<file path="config.mk">
export PLATFORM = sky130hd
export DESIGN_NAME = recency_sorted_address_table
export DESIGN_NICKNAME = d
export VERILOG_FILES = /design/src/sv/rsat_pkg.sv /design/src/sv/rsat_entry_ram.sv /design/src/sv/rsat_ctrl.sv /design/src/sv/recency_sorted_address_table.sv
export SDC_FILE = /design/constraint.sdc
export NUM_CORES = 2
export LEC_CHECK = 0
export ABC_AREA = 1
export BUFFER_PORTS_ARGS = -buffer_cell sky130_fd_sc_hd__buf_2
export CORE_ASPECT_RATIO = 0.7
export CORE_MARGIN = 2
export CORE_UTILIZATION = 65
export DETAILED_ROUTE_END_ITERATION = 7
export HOLD_SLACK_MARGIN = 0.1
export PLACE_DENSITY = 0.82
export SYNTH_ARGS = -nofsm -noshare
export SYNTH_HDL_FRONTEND = slang
export SYNTH_SLANG_ARGS = --single-unit
</file>
<file path="constraint.sdc">
create_clock -name clock -period 14.7 [get_ports clock]
set_input_delay 2.94 -clock clock [delete_from_list [all_inputs] [get_ports clock]]
set_output_delay 2.94 -clock clock [all_outputs]
set_load 0.02 [all_outputs]
</file>
<file path="src/sv/rsat_pkg.sv">
package rsat_pkg;

   // Table geometry.
   localparam int TABLE_DEPTH = 8;
   localparam int SLOTS       = 2 * TABLE_DEPTH;
   localparam int FILL_W      = $clog2(TABLE_DEPTH + 1);
   localparam int ADDR_W      = $clog2(SLOTS);
   localparam int COUNT_W     = 4;
   localparam int EXT_W       = FILL_W + COUNT_W;

   // Command codes and address classes.
   localparam logic       CMD_UPDATE     = 1'b0;
   localparam logic       CMD_READ       = 1'b1;
   localparam logic [7:0] LOOPBACK_OCTET = 8'd127;
   localparam logic [31:0] ADDR_ZERO     = 32'd0;
   localparam logic [31:0] ADDR_ONE      = 32'd1;
   localparam logic [15:0] PORT_NONE     = 16'd0;

   typedef struct packed {
      logic        command;
      logic        list_select;
      logic [31:0] ip_address;
      logic [15:0] port_number;
      logic [31:0] seen_time;
      logic [7:0]  source_tag;
      logic [2:0]  read_index;
   } req_type;

   typedef struct packed {
      logic               is_new;
      logic [COUNT_W-1:0] entry_count;
      logic               read_valid;
      logic [31:0]        out_address;
      logic [15:0]        out_port;
      logic [31:0]        out_seen_time;
      logic [7:0]         out_source_tag;
   } rsp_type;

   typedef struct packed {
      logic [31:0] address;
      logic [15:0] port;
      logic [31:0] seen_time;
      logic [7:0]  tag;
   } entry_type;

   typedef struct packed {
      logic              wr_en;
      logic [ADDR_W-1:0] wr_addr;
      entry_type         wr_data;
      logic              rd_en;
      logic [ADDR_W-1:0] rd_addr;
   } ram_req_type;

   // Memory slot of a position within the selected table.
   function automatic logic [ADDR_W-1:0] slot_addr(input logic sel,
                                                   input logic [FILL_W-1:0] idx);
      logic [ADDR_W:0] base;
      logic [ADDR_W:0] sum;
      base = sel ? (ADDR_W + 1)'(TABLE_DEPTH) : '0;
      sum  = base + (ADDR_W + 1)'(idx);
      return sum[ADDR_W-1:0];
   endfunction

   // Fill count as reported, masked to the count field.
   function automatic logic [COUNT_W-1:0] count_field(input logic [FILL_W-1:0] fill);
      logic [EXT_W-1:0] ext;
      ext = EXT_W'(fill);
      return ext[COUNT_W-1:0];
   endfunction

endpackage

</file>
<file path="src/sv/rsat_entry_ram.sv">
module rsat_entry_ram (
   input  logic                 clock,
   input  rsat_pkg::ram_req_type ram_req,
   output rsat_pkg::entry_type   rd_data
);
   import rsat_pkg::*;

   entry_type entry_mem [SLOTS];
   entry_type rd_data_ff;

   // One write and one registered read per cycle.
   always_ff @(posedge clock) begin
      if (ram_req.wr_en) begin
         entry_mem[ram_req.wr_addr] <= ram_req.wr_data;
      end
      if (ram_req.rd_en) begin
         rd_data_ff <= entry_mem[ram_req.rd_addr];
      end
   end

   assign rd_data = rd_data_ff;

endmodule

</file>
<file path="src/sv/rsat_ctrl.sv">
module rsat_ctrl (
   input  logic                  clock,
   input  logic                  reset,
   input  logic                  req_valid,
   output logic                  req_stall,
   input  rsat_pkg::req_type     req_data,
   input  logic                  out_free,
   output logic                  res_load,
   output rsat_pkg::rsp_type     res_data,
   output rsat_pkg::ram_req_type ram_req,
   input  rsat_pkg::entry_type   ram_rd_data
);
   import rsat_pkg::*;

   typedef enum logic [7:0] {
      ST_IDLE   = 8'b0000_0001,
      ST_SCAN   = 8'b0000_0010,
      ST_DECIDE = 8'b0000_0100,
      ST_SHIFT  = 8'b0000_1000,
      ST_WRITE  = 8'b0001_0000,
      ST_READ   = 8'b0010_0000,
      ST_FETCH  = 8'b0100_0000,
      ST_FINISH = 8'b1000_0000
   } state_type;

   state_type         state_ff, state_in;
   req_type           req_ff, req_in;
   rsp_type           res_ff, res_in;
   logic [FILL_W-1:0] fill_local_ff, fill_local_in;
   logic [FILL_W-1:0] fill_ext_ff, fill_ext_in;
   logic [FILL_W-1:0] rd_idx_ff, rd_idx_in;
   logic              chk_pend_ff, chk_pend_in;
   logic [FILL_W-1:0] chk_idx_ff, chk_idx_in;
   logic              dup_ff, dup_in;
   logic              dup_newer_ff, dup_newer_in;
   logic [FILL_W-1:0] dup_idx_ff, dup_idx_in;
   logic              older_ff, older_in;
   logic [FILL_W-1:0] older_idx_ff, older_idx_in;
   logic [FILL_W-1:0] pos_ff, pos_in;
   logic [FILL_W-1:0] src_ff, src_in;
   logic [FILL_W-1:0] dst_ff, dst_in;
   logic [FILL_W-1:0] left_ff, left_in;
   logic              up_ff, up_in;

   logic [FILL_W-1:0] cur_fill;
   logic              key_match;
   logic              invalid_addr;
   logic              table_full;
   logic              reject;
   logic [FILL_W-1:0] first_older;
   logic [FILL_W-1:0] fill_kept;
   logic [FILL_W-1:0] fill_after;
   logic [FILL_W-1:0] ins_pos;
   logic [FILL_W-1:0] shift_hi;
   logic              shift_up;
   logic [FILL_W-1:0] moves;
   logic [EXT_W-1:0]  idx_ext;
   logic              read_ok;

   // Fill of the table named by the item in hand.
   assign cur_fill  = req_ff.list_select ? fill_ext_ff : fill_local_ff;
   assign key_match = (ram_rd_data.address == req_ff.ip_address) &&
                      (ram_rd_data.port == req_ff.port_number);

   // Decision terms, valid once the scan has finished.
   assign invalid_addr = (req_ff.ip_address[31:24] == LOOPBACK_OCTET) ||
                         (req_ff.ip_address == ADDR_ZERO) ||
                         (req_ff.ip_address == ADDR_ONE) ||
                         (req_ff.port_number == PORT_NONE);
   assign table_full  = (cur_fill == FILL_W'(TABLE_DEPTH));
   assign reject      = invalid_addr || (table_full && !older_ff) ||
                        (dup_ff && dup_newer_ff);
   assign first_older = older_ff ? older_idx_ff : cur_fill;
   assign fill_kept   = cur_fill - FILL_W'(dup_ff);
   assign fill_after  = (fill_kept < FILL_W'(TABLE_DEPTH)) ? fill_kept + FILL_W'(1)
                                                           : fill_kept;
   // Removing the duplicate above the insertion point pulls that point up by one.
   assign ins_pos     = (dup_ff && (dup_idx_ff < first_older)) ? first_older - FILL_W'(1)
                                                              : first_older;
   assign shift_hi    = dup_ff ? dup_idx_ff
                               : (table_full ? FILL_W'(TABLE_DEPTH - 1) : cur_fill);
   assign shift_up    = dup_ff && (ins_pos > dup_idx_ff);
   assign moves       = shift_up ? ins_pos - dup_idx_ff : shift_hi - ins_pos;

   // Read command range check.
   assign idx_ext = EXT_W'(req_ff.read_index);
   assign read_ok = (idx_ext < EXT_W'(cur_fill)) && (idx_ext < EXT_W'(TABLE_DEPTH));

   // Sequencer.
   always_comb begin
      state_in      = state_ff;
      req_in        = req_ff;
      res_in        = res_ff;
      fill_local_in = fill_local_ff;
      fill_ext_in   = fill_ext_ff;
      rd_idx_in     = rd_idx_ff;
      chk_pend_in   = 1'b0;
      chk_idx_in    = chk_idx_ff;
      dup_in        = dup_ff;
      dup_newer_in  = dup_newer_ff;
      dup_idx_in    = dup_idx_ff;
      older_in      = older_ff;
      older_idx_in  = older_idx_ff;
      pos_in        = pos_ff;
      src_in        = src_ff;
      dst_in        = dst_ff;
      left_in       = left_ff;
      up_in         = up_ff;
      ram_req       = '0;
      res_load      = 1'b0;
      unique case (state_ff)
         ST_IDLE: begin
            if (req_valid) begin
               req_in    = req_data;
               rd_idx_in = '0;
               dup_in    = 1'b0;
               older_in  = 1'b0;
               state_in  = (req_data.command == CMD_READ) ? ST_READ : ST_SCAN;
            end
         end
         ST_SCAN: begin
            // Check the entry read in the previous cycle.
            if (chk_pend_ff) begin
               if (!dup_ff && key_match) begin
                  dup_in       = 1'b1;
                  dup_idx_in   = chk_idx_ff;
                  dup_newer_in = ram_rd_data.seen_time > req_ff.seen_time;
               end
               if (!older_ff && (ram_rd_data.seen_time < req_ff.seen_time)) begin
                  older_in     = 1'b1;
                  older_idx_in = chk_idx_ff;
               end
            end
            if (rd_idx_ff < cur_fill) begin
               ram_req.rd_en   = 1'b1;
               ram_req.rd_addr = slot_addr(req_ff.list_select, rd_idx_ff);
               rd_idx_in       = rd_idx_ff + FILL_W'(1);
               chk_pend_in     = 1'b1;
               chk_idx_in      = rd_idx_ff;
            end else begin
               state_in = ST_DECIDE;
            end
         end
         ST_DECIDE: begin
            res_in             = '0;
            res_in.entry_count = count_field(cur_fill);
            if (reject) begin
               state_in = ST_FINISH;
            end else if (ins_pos >= FILL_W'(TABLE_DEPTH)) begin
               // The offer would land past the end: only the removal stands.
               res_in.is_new      = !dup_ff;
               res_in.entry_count = count_field(fill_kept);
               if (req_ff.list_select) begin
                  fill_ext_in = fill_kept;
               end else begin
                  fill_local_in = fill_kept;
               end
               state_in = ST_FINISH;
            end else begin
               res_in.is_new      = !dup_ff;
               res_in.entry_count = count_field(fill_after);
               if (req_ff.list_select) begin
                  fill_ext_in = fill_after;
               end else begin
                  fill_local_in = fill_after;
               end
               pos_in  = ins_pos;
               up_in   = shift_up;
               left_in = moves;
               if (moves == '0) begin
                  state_in = ST_WRITE;
               end else begin
                  src_in          = shift_up ? dup_idx_ff + FILL_W'(1) : shift_hi - FILL_W'(1);
                  dst_in          = shift_up ? dup_idx_ff : shift_hi;
                  ram_req.rd_en   = 1'b1;
                  ram_req.rd_addr = slot_addr(req_ff.list_select, src_in);
                  state_in        = ST_SHIFT;
               end
            end
         end
         ST_SHIFT: begin
            // Write the entry fetched last cycle one place along, fetch the next.
            ram_req.wr_en   = 1'b1;
            ram_req.wr_addr = slot_addr(req_ff.list_select, dst_ff);
            ram_req.wr_data = ram_rd_data;
            left_in         = left_ff - FILL_W'(1);
            if (left_ff > FILL_W'(1)) begin
               src_in          = up_ff ? src_ff + FILL_W'(1) : src_ff - FILL_W'(1);
               dst_in          = up_ff ? dst_ff + FILL_W'(1) : dst_ff - FILL_W'(1);
               ram_req.rd_en   = 1'b1;
               ram_req.rd_addr = slot_addr(req_ff.list_select, src_in);
            end else begin
               state_in = ST_WRITE;
            end
         end
         ST_WRITE: begin
            ram_req.wr_en             = 1'b1;
            ram_req.wr_addr           = slot_addr(req_ff.list_select, pos_ff);
            ram_req.wr_data.address   = req_ff.ip_address;
            ram_req.wr_data.port      = req_ff.port_number;
            ram_req.wr_data.seen_time = req_ff.seen_time;
            ram_req.wr_data.tag       = req_ff.source_tag;
            state_in                  = ST_FINISH;
         end
         ST_READ: begin
            res_in             = '0;
            res_in.entry_count = count_field(cur_fill);
            res_in.read_valid  = read_ok;
            if (read_ok) begin
               ram_req.rd_en   = 1'b1;
               ram_req.rd_addr = slot_addr(req_ff.list_select, idx_ext[FILL_W-1:0]);
               state_in        = ST_FETCH;
            end else begin
               state_in = ST_FINISH;
            end
         end
         ST_FETCH: begin
            res_in.out_address    = ram_rd_data.address;
            res_in.out_port       = ram_rd_data.port;
            res_in.out_seen_time  = ram_rd_data.seen_time;
            res_in.out_source_tag = ram_rd_data.tag;
            state_in              = ST_FINISH;
         end
         ST_FINISH: begin
            if (out_free) begin
               res_load = 1'b1;
               state_in = ST_IDLE;
            end
         end
         default: begin
            state_in = ST_IDLE;
         end
      endcase
   end

   // Control state.
   always_ff @(posedge clock) begin
      if (reset) begin
         state_ff      <= ST_IDLE;
         fill_local_ff <= '0;
         fill_ext_ff   <= '0;
         chk_pend_ff   <= 1'b0;
      end else begin
         state_ff      <= state_in;
         fill_local_ff <= fill_local_in;
         fill_ext_ff   <= fill_ext_in;
         chk_pend_ff   <= chk_pend_in;
      end
   end

   // Working registers of the item in hand.
   always_ff @(posedge clock) begin
      req_ff       <= req_in;
      res_ff       <= res_in;
      rd_idx_ff    <= rd_idx_in;
      chk_idx_ff   <= chk_idx_in;
      dup_ff       <= dup_in;
      dup_newer_ff <= dup_newer_in;
      dup_idx_ff   <= dup_idx_in;
      older_ff     <= older_in;
      older_idx_ff <= older_idx_in;
      pos_ff       <= pos_in;
      src_ff       <= src_in;
      dst_ff       <= dst_in;
      left_ff      <= left_in;
      up_ff        <= up_in;
   end

   assign req_stall = (state_ff != ST_IDLE);
   assign res_data  = res_ff;

`ifndef SYNTH
   a_fill_bound: assert property (@(posedge clock) disable iff (reset)
      (fill_local_ff <= FILL_W'(TABLE_DEPTH)) && (fill_ext_ff <= FILL_W'(TABLE_DEPTH)))
      else $error("table fill exceeds the table depth");

   a_no_rw_clash: assert property (@(posedge clock) disable iff (reset)
      (ram_req.wr_en && ram_req.rd_en) |-> (ram_req.wr_addr != ram_req.rd_addr))
      else $error("entry written and read at the same slot in one cycle");

   a_fill_from_decide: assert property (@(posedge clock) disable iff (reset)
      (!$past(reset) && (!$stable(fill_local_ff) || !$stable(fill_ext_ff)))
      |-> ($past(state_ff) == ST_DECIDE))
      else $error("table fill changed outside the decision step");

   a_shift_count: assert property (@(posedge clock) disable iff (reset)
      (state_ff == ST_SHIFT) |-> (left_ff != '0))
      else $error("shift step entered with no entries left to move");
`endif

endmodule

</file>
<file path="src/sv/recency_sorted_address_table.sv">
// Recency-sorted address table: two tables, local and external, of address and
// port entries, each kept newest first by seen time.
// Input channel req_valid / req_stall / req_data carries one item: an update
// offer or a read of one entry. Result channel rsp_valid / rsp_stall / rsp_data
// returns exactly one result item for every input item, in order.
// An update scans the selected table one entry per cycle through the entry
// memory's read port, then moves entries one slot per cycle to close the gap of
// a replaced entry or open a place for the new one, then writes the new entry.
// A rejected update goes from the decision straight to its result. The next
// item is taken only once the result has entered the output register. A read
// fetches the indexed entry; an index past the fill gives a result with
// read_valid low and no fetch.
// Reset empties both tables at once by clearing their fill counts; no memory
// pass is needed and an item can be taken as soon as reset is released.
// A stalled result waits in the output register while the block takes and
// works on the next item; that item's result is held until the register frees.
module recency_sorted_address_table (
   input  logic              clock,
   input  logic              reset,
   input  logic              req_valid,
   output logic              req_stall,
   input  rsat_pkg::req_type req_data,
   output logic              rsp_valid,
   input  logic              rsp_stall,
   output rsat_pkg::rsp_type rsp_data
);
   import rsat_pkg::*;

   ram_req_type ram_req;
   entry_type   ram_rd_data;
   rsp_type     res_data;
   logic        res_load;
   logic        out_free;
   logic        rsp_valid_ff, rsp_valid_in;
   rsp_type     rsp_data_ff;

   rsat_entry_ram u_ram (
      .clock   (clock),
      .ram_req (ram_req),
      .rd_data (ram_rd_data)
   );

   rsat_ctrl u_ctrl (
      .clock       (clock),
      .reset       (reset),
      .req_valid   (req_valid),
      .req_stall   (req_stall),
      .req_data    (req_data),
      .out_free    (out_free),
      .res_load    (res_load),
      .res_data    (res_data),
      .ram_req     (ram_req),
      .ram_rd_data (ram_rd_data)
   );

   // Output register: free when empty or being taken this cycle.
   assign out_free = !rsp_valid_ff || !rsp_stall;

   always_comb begin
      rsp_valid_in = rsp_valid_ff;
      if (res_load) begin
         rsp_valid_in = 1'b1;
      end else if (!rsp_stall) begin
         rsp_valid_in = 1'b0;
      end
   end

   always_ff @(posedge clock) begin
      if (reset) begin
         rsp_valid_ff <= 1'b0;
      end else begin
         rsp_valid_ff <= rsp_valid_in;
      end
   end

   always_ff @(posedge clock) begin
      if (res_load) begin
         rsp_data_ff <= res_data;
      end
   end

   assign rsp_valid = rsp_valid_ff;
   assign rsp_data  = rsp_data_ff;

endmodule
</file>
Yosys cells after proc, flatten, opt, wreduce, memory -nomap -nowiden:

Memory sizes are Yosys's and may differ from the RTL's. A register that Yosys moved wholly into a read port is not among the register bits.
Cells that the tools add are included.

* bits in registers: 334
* bits in writable memories: 1408
* bits of input ports: 97
* output and inout port bits: 96
* word-level logic and storage cells: 209
* memories kept: 1

* add/sub/neg operators: 19
* order comparisons: 10
* equality and inequality tests: 27
* multiplexer cells: 70
* bitwise logic cells: 4
* reduce and logical (&&, ||, !) cells: 41

Memory list
* u_ram.entry_mem: depth 16, bits a word 88, read ports 1, clocked after memory_dff 1, wr ports 1, RTL line rsat_entry_ram.sv:8 `entry_type entry_mem [SLOTS];`

Operators with widths (count)
* 93-bit one-hot mux with 2 select lines: 1
* 88-bit one-hot mux with 2 select lines: 1
* 4-bit two-way mux: 31
* 8-bit two-way mux: 7
* 8-bit one-hot mux with 7 select lines: 1
* 5-bit two-way mux: 8
* 32-bit by 1-bit equality test with 1-bit output (second input constant): 1
* 32-bit equality test: 1
* 32-bit > comparator: 1
* 32-bit zero test: 1
* 32-bit < comparator: 1
* 4-bit one-hot mux with 2 select lines: 4
* 3-bit AND reduction: 7
* 4-bit by 1-bit adder with 4-bit output (second input constant): 5
* 4-bit adder: 5
* 5-bit one-hot mux with 4 select lines: 1
* 4-bit by 1-bit subtractor with 4-bit output (second input constant): 5
* 16-bit equality test: 1
* 8-bit by 7-bit equality test with 1-bit output (second input constant): 2
* 16-bit zero test: 1
* 2-bit inequality test (second input constant): 7
* 1-bit two-way mux: 12
* 2-bit by 1-bit inequality test with 1-bit output (second input constant): 6
* 6-bit one-hot mux with 2 select lines: 1
* other kinds (31): 60

Logic depth before layout (Yosys ltp):

* depth after elaboration: 13
* mapped depth: 33
* depth with buffers taken out: 30

Cells and area by module:

A second synthesis with hierarchy kept.

* cells, all modules: 7106
* area, all modules: 77823.4 um2

By module, submodules not included
* rsat_entry_ram: times used 1, cells each 5778, area an instance 62583.8 um2, seq. area each 44923.1 um2
* rsat_ctrl: times used 1, cells each 1230, area an instance 12378.1 um2, seq. area each 7006.7 um2
* recency_sorted_address_table: times used 1, cells each 98, area an instance 2861.5 um2, seq. area each 2842.7 um2

Worst setup path after synthesis:

No wires, ideal clock.

* kind: input to register
* from: in req_valid
* to: reg u_ctrl.dup_ff, enable pin
* library setup time: 0.309 ns
* arrival: 7.305 ns
* required time: 14.391 ns
* slack: 7.087 ns
* stages: 3
* path buffers: 0
* cell sequence: inv_1 -> nor2_1 -> or2_2

* word-level cells in the longest chain between the ends: 2

Ends and longest elaborated chain
* start, declared: RTL line recency_sorted_address_table.sv:20 `input logic req_valid,`
* 2-bit inequality test (no source line)
* 4-bit AND reduction (no source line)
* end signal, assigned: RTL line rsat_ctrl.sv:257 `dup_ff <= dup_in;`
* end, declared: RTL line rsat_ctrl.sv:34 `logic dup_ff, dup_in;`

No other way between the ends.
A chain may end at the register's enable or synchronous reset.

Final worst setup path:

* from: reg u_ctrl.req_ff[91] (netlist bit)
* to: reg u_ram.rd_data[28] (netlist name)

* word-level cells in the longest chain between the ends: 13
* elaborated cells on any way between the ends: 36
* those cells by class: add/sub (8); order compare (5); eq/ne (1); mux (15); reduce/logical (7)

Ends and longest elaborated chain
* start, declared: RTL line rsat_ctrl.sv:27 `req_type req_ff, req_in;`
* start signal, assigned: RTL line rsat_ctrl.sv:253 `req_ff <= req_in;`
* 4-bit two-way mux (*): RTL line rsat_ctrl.sv:61 `assign cur_fill = req_ff.list_select ? fill_ext_ff : fill_local_ff;`
* 4-bit two-way mux (*): RTL line rsat_ctrl.sv:73 `assign first_older = older_ff ? older_idx_ff : cur_fill;`
* 4-bit < comparator: RTL line rsat_ctrl.sv:78 `assign ins_pos = (dup_ff && (dup_idx_ff < first_older)) ? first_older - FILL_W'(1)`
* 1-bit logical AND: RTL line rsat_ctrl.sv:78
* 4-bit two-way mux (*): RTL line rsat_ctrl.sv:78
* via u_ctrl.ins_pos[1]: RTL line rsat_ctrl.sv:53 `logic [FILL_W-1:0] ins_pos;`
* 4-bit > comparator (*): RTL line rsat_ctrl.sv:82 `assign shift_up = dup_ff && (ins_pos > dup_idx_ff);`
* 1-bit logical AND (*): RTL line rsat_ctrl.sv:82
* via u_ctrl.shift_up: RTL line rsat_ctrl.sv:55 `logic shift_up;`
* 4-bit two-way mux, on equally long branches: RTL line rsat_ctrl.sv:173, rsat_ctrl.sv:83
* 4-bit adder / 4-bit zero test (equally long branches): RTL line rsat_pkg.sv:60, rsat_ctrl.sv:170
* 5-bit two-way mux (*): RTL line rsat_ctrl.sv:170 `if (moves == '0) begin`
* 5-bit two-way mux (*): RTL line rsat_ctrl.sv:149 `end else if (ins_pos >= FILL_W'(TABLE_DEPTH)) begin`
* 5-bit two-way mux (*): RTL line rsat_ctrl.sv:147 `if (reject) begin`
* 5-bit one-hot mux with 4 select lines (*): RTL line rsat_ctrl.sv:111 `unique case (state_ff)`

The timed path passes the listed nets; every way through them passes the cells marked *.

==> flow_summary.yaml <==
status:
  outcome: "finished with violations"
  violations: "DRC"
synthesis:
  netlist_instances: 6998
  syn_nets: 7159
  syn_area_per_cell_um2: 11.4
  synth_compound_area_share_pct: 1.63
  synth_fa_ha_area_share_pct: 1.05
  synth_top_area_cell: "edfxtp_1"
  synth_area_leaders: "edfxtp_1 (68%), nand3_1 (10%), inv_1 (6.1%)"
  synth-simple-area-share_pct: 19.4
  synth_xor_area_share_pct: 0.386
  yosys.cell_types.count: 53
  synth_flop_cell: "edfxtp_1"
  synth_top_family_by_area: "simple AND/OR/NAND/NOR gates"
  synth_enable_flop_cells: 1812
  yosysTopAreaCellShare_pct: 68.4
  ys_async_sr_fraction_pct: 0
  ys_warn_count: 0
  yosysMostFrequentCell: "edfxtp_1"
  synth.yosys.seq_area_share_pct: 68.9
  synth.cell_area_mm2: 0.0795
  ys_seq_elements: 1830
  muxShareOfSynthArea_pct: 0.0252
  synth_common_cells: "edfxtp_1 (1,812), nand3_1 (1,619), inv_1 (1,296), nand2_1 (957), nand3b_1 (353)"
drt:
  firstDrtPassIters: 8
  drc_errors: 1
  wirelength_mm: 225
  drt_iter0_drc: 9920
  wl_per_cell_um: 25.5
  vias: 56500
  viasPerCell: 6.38
  ant_nets: 0
setup_path:
  crit_arrival_ns: 8.95
  worst-setup-path-type: "reg -> reg"
  crit_fanout: 191
  crit_top_cell: "nand2_1"
  setup.worst_path.start_class: "flop"
  required_ns: 15.27
  critPathMaxStageDelay_ns: 0.88
  rrSetupSlack_ns: 6.32
  worstSetupEndpointType: "flop"
  cp_slowest_cell: "buf_4"
die:
  dieWidth_um: 422
  core_area_mm2: 0.122
  die_h_um: 297
  rows: 107
  start_util_pct: 65.4
  num_io_pins: 193
  die-area_mm2: 0.125
clock_network:
  clock-sinks: 1830
  clk_path_buf_depth: 3
  cts_hold_buf: 0
  htree_num_levels: 4
  numCtsBuffers: 164
  cts_resized: 0
  post_cts_buffers: 0
  root_buffer: "clkbuf_16"
  tritoncts: "done"
  clk_latency_ns: 0.82
  cts.clk_slew.worst_paths_ns: 0.07
pwr:
  peakVddDrop_mv: 0.136
  p_leak_nw: 34.7
  power_mw: 11.4
  powerDensity_mw_per_mm2: 131
global_route:
  globalRouteTotalUtil_pct: 35.6
  overflow: 0
  met1_usage_pct: 46.8
  use_met3_pct: 8.73
  grt-busiest-layer: "met2"
  use_met2_pct: 54.1
  grt_antenna_before_repair: 4
  grt_max_degree: 206
  grt_pass1_wl_mm: 332
  grt_pass1_vias: 54600
sta:
  fin_ws_ns: 6.32
  tns_ns: 0
  maxSlewHeadroom_pct: 2.24
  rsz0062_at_grt: "no"
  hold_violations: 0
  post-route-min-period_ns: 8.38
  setup_viol: 0
  holdWs_ns: 0.415
  period_share_pct: 57.0
  skew_ns: 0.0258
  drv_slew: 0
  fmax_mhz: 119
  worst_slew_pin_slew_ns: 1.47
placed_design:
  gp_congestion: 0.992
  dp_hpwl_mm: 118
  port_buffers: 192
  dp_slack_ns: 6.61
final_layout:
  fillers: 7576
  n_antenna_cell: 0
  regArea_mm2: 0.0548
  final_net_count: 7231
  drive_gt1_share_pct: 8.17
  multi_input_area_mm2: 0.0181
  syn_to_final_growth_pct: 9.53
worst_hold_path:
  holdCritPathClass: "reg -> reg"
job:
  cap_violations: 0
[final timing paths]
check,to,cells past startpoint,startpoint
worst max-delay path,u_ram.rd_data[28],28,u_ctrl.req_ff[91]
worst min-delay path,rsp_data[20],0,u_ctrl.res_data[20]
worst min register to register,rsp_data[20],0,u_ctrl.res_data[20]
worst max register to register,u_ram.rd_data[28],28,u_ctrl.req_ff[91]
[placed cells by master, fill, tap and decap left out, drive strengths merged, types with 2 or more instances in the layout]
cell / netlist / final
a221oi: 6 / 6
a211oi: 2 / 2
nor2: 150 / 150
o2111ai: 2 / 2
clkinvlp: 0 / 4
inv: 1306 / 1314
fa: 4 / 4
o22ai: 97 / 97
xor2: 29 / 29
nand4: 16 / 16
nand2: 963 / 963
edfxtp: 1812 / 1812
dfxtp: 18 / 18
or2: 6 / 6
nor4: 20 / 20
mux2i: 2 / 2
nand3b: 353 / 353
clkinv: 0 / 62
nand3: 1623 / 1623
buf: 331 / 303
nor3: 12 / 12
a21oi: 38 / 38
o21ai: 63 / 63
ha: 60 / 60
clkbuf: 66 / 213
o211ai: 3 / 3
xnor2: 6 / 6
bufinv: 0 / 18
[report_power, final]
| part | switching (mW) | internal [mW] | leakage, nW | total (mW) |
|---|---|---|---|---|
| clock network | 1.91 | 2.46 | 2.62 | 4.36 |
| logic | 0.761 | 0.298 | 13.4 | 1.06 |
| registers | 0.141 | 5.85 | 18.7 | 5.99 |
| total | 2.81 | 8.60 | 34.7 | 11.4 |
[through the flow]
stage | util, % | std cells | cell area [um^2]
finish | 71.6 | 8844 | 87100
global route | 71.6 | 8844 | 87100
CTS | 71.6 | 8842 | 87000
detailed placement | 67.2 | 8537 | 81700
global placement | 67.2 | 8537 | 81700
floorplan | - | 6998 | 79500
[cell type report]
type / instances / share of cell area, %
Inverter: 1306 / 5.65
Multi-Input combinational cell: 3465 / 20.8
Tap cell: 1635 / 2.35
Clock buffer: 213 / 5.11
Timing Repair Buffer: 303 / 2.13
Sequential cell: 1830 / 62.9
Clock inverter: 92 / 1.08
[sequential cells by signal, indices dropped and copies added (netlist names), 8 cells and up]
name             cells
u_ram.entry_mem   1408
u_ctrl.res_data     94
rsp_data            94
u_ram.rd_data       88
u_ctrl.state_ff      8
u_ctrl.req_ff       89
[critical path, delay by kind of cell (launching register included)]
family | cells | cell delay [ns]
AOI/OAI and AO/OA | 3 | 0.94
and+or+nand+nor | 16 | 1.92
buffers and inverters | 7 | 3.58
adders and majority gates | 2 | 0.77
DFF | 1 | 0.57
[cells by family (layout without fill, tap and decap cells)]
kind of cell | Yosys count | after routing
simple gates | 3146 | 3146
flops | 1830 | 1830
buf+inv | 1703 | 1914
compound gates | 218 | 218
fa+ha+maj | 64 | 64
xor+xnor | 35 | 35
mux | 2 | 2
[metal layers]
| metal | vias to the layer above | routed length (um) |
|---|---|---|
| met5 | - | 12 |
| met4 | 2 | 15800 |
| met3 | 1006 | 33600 |
| met2 | 4983 | 99900 |
| met1 | 26500 | 75900 |
| li1 | 24000 | - |
(Power assumes the default switching activity.)
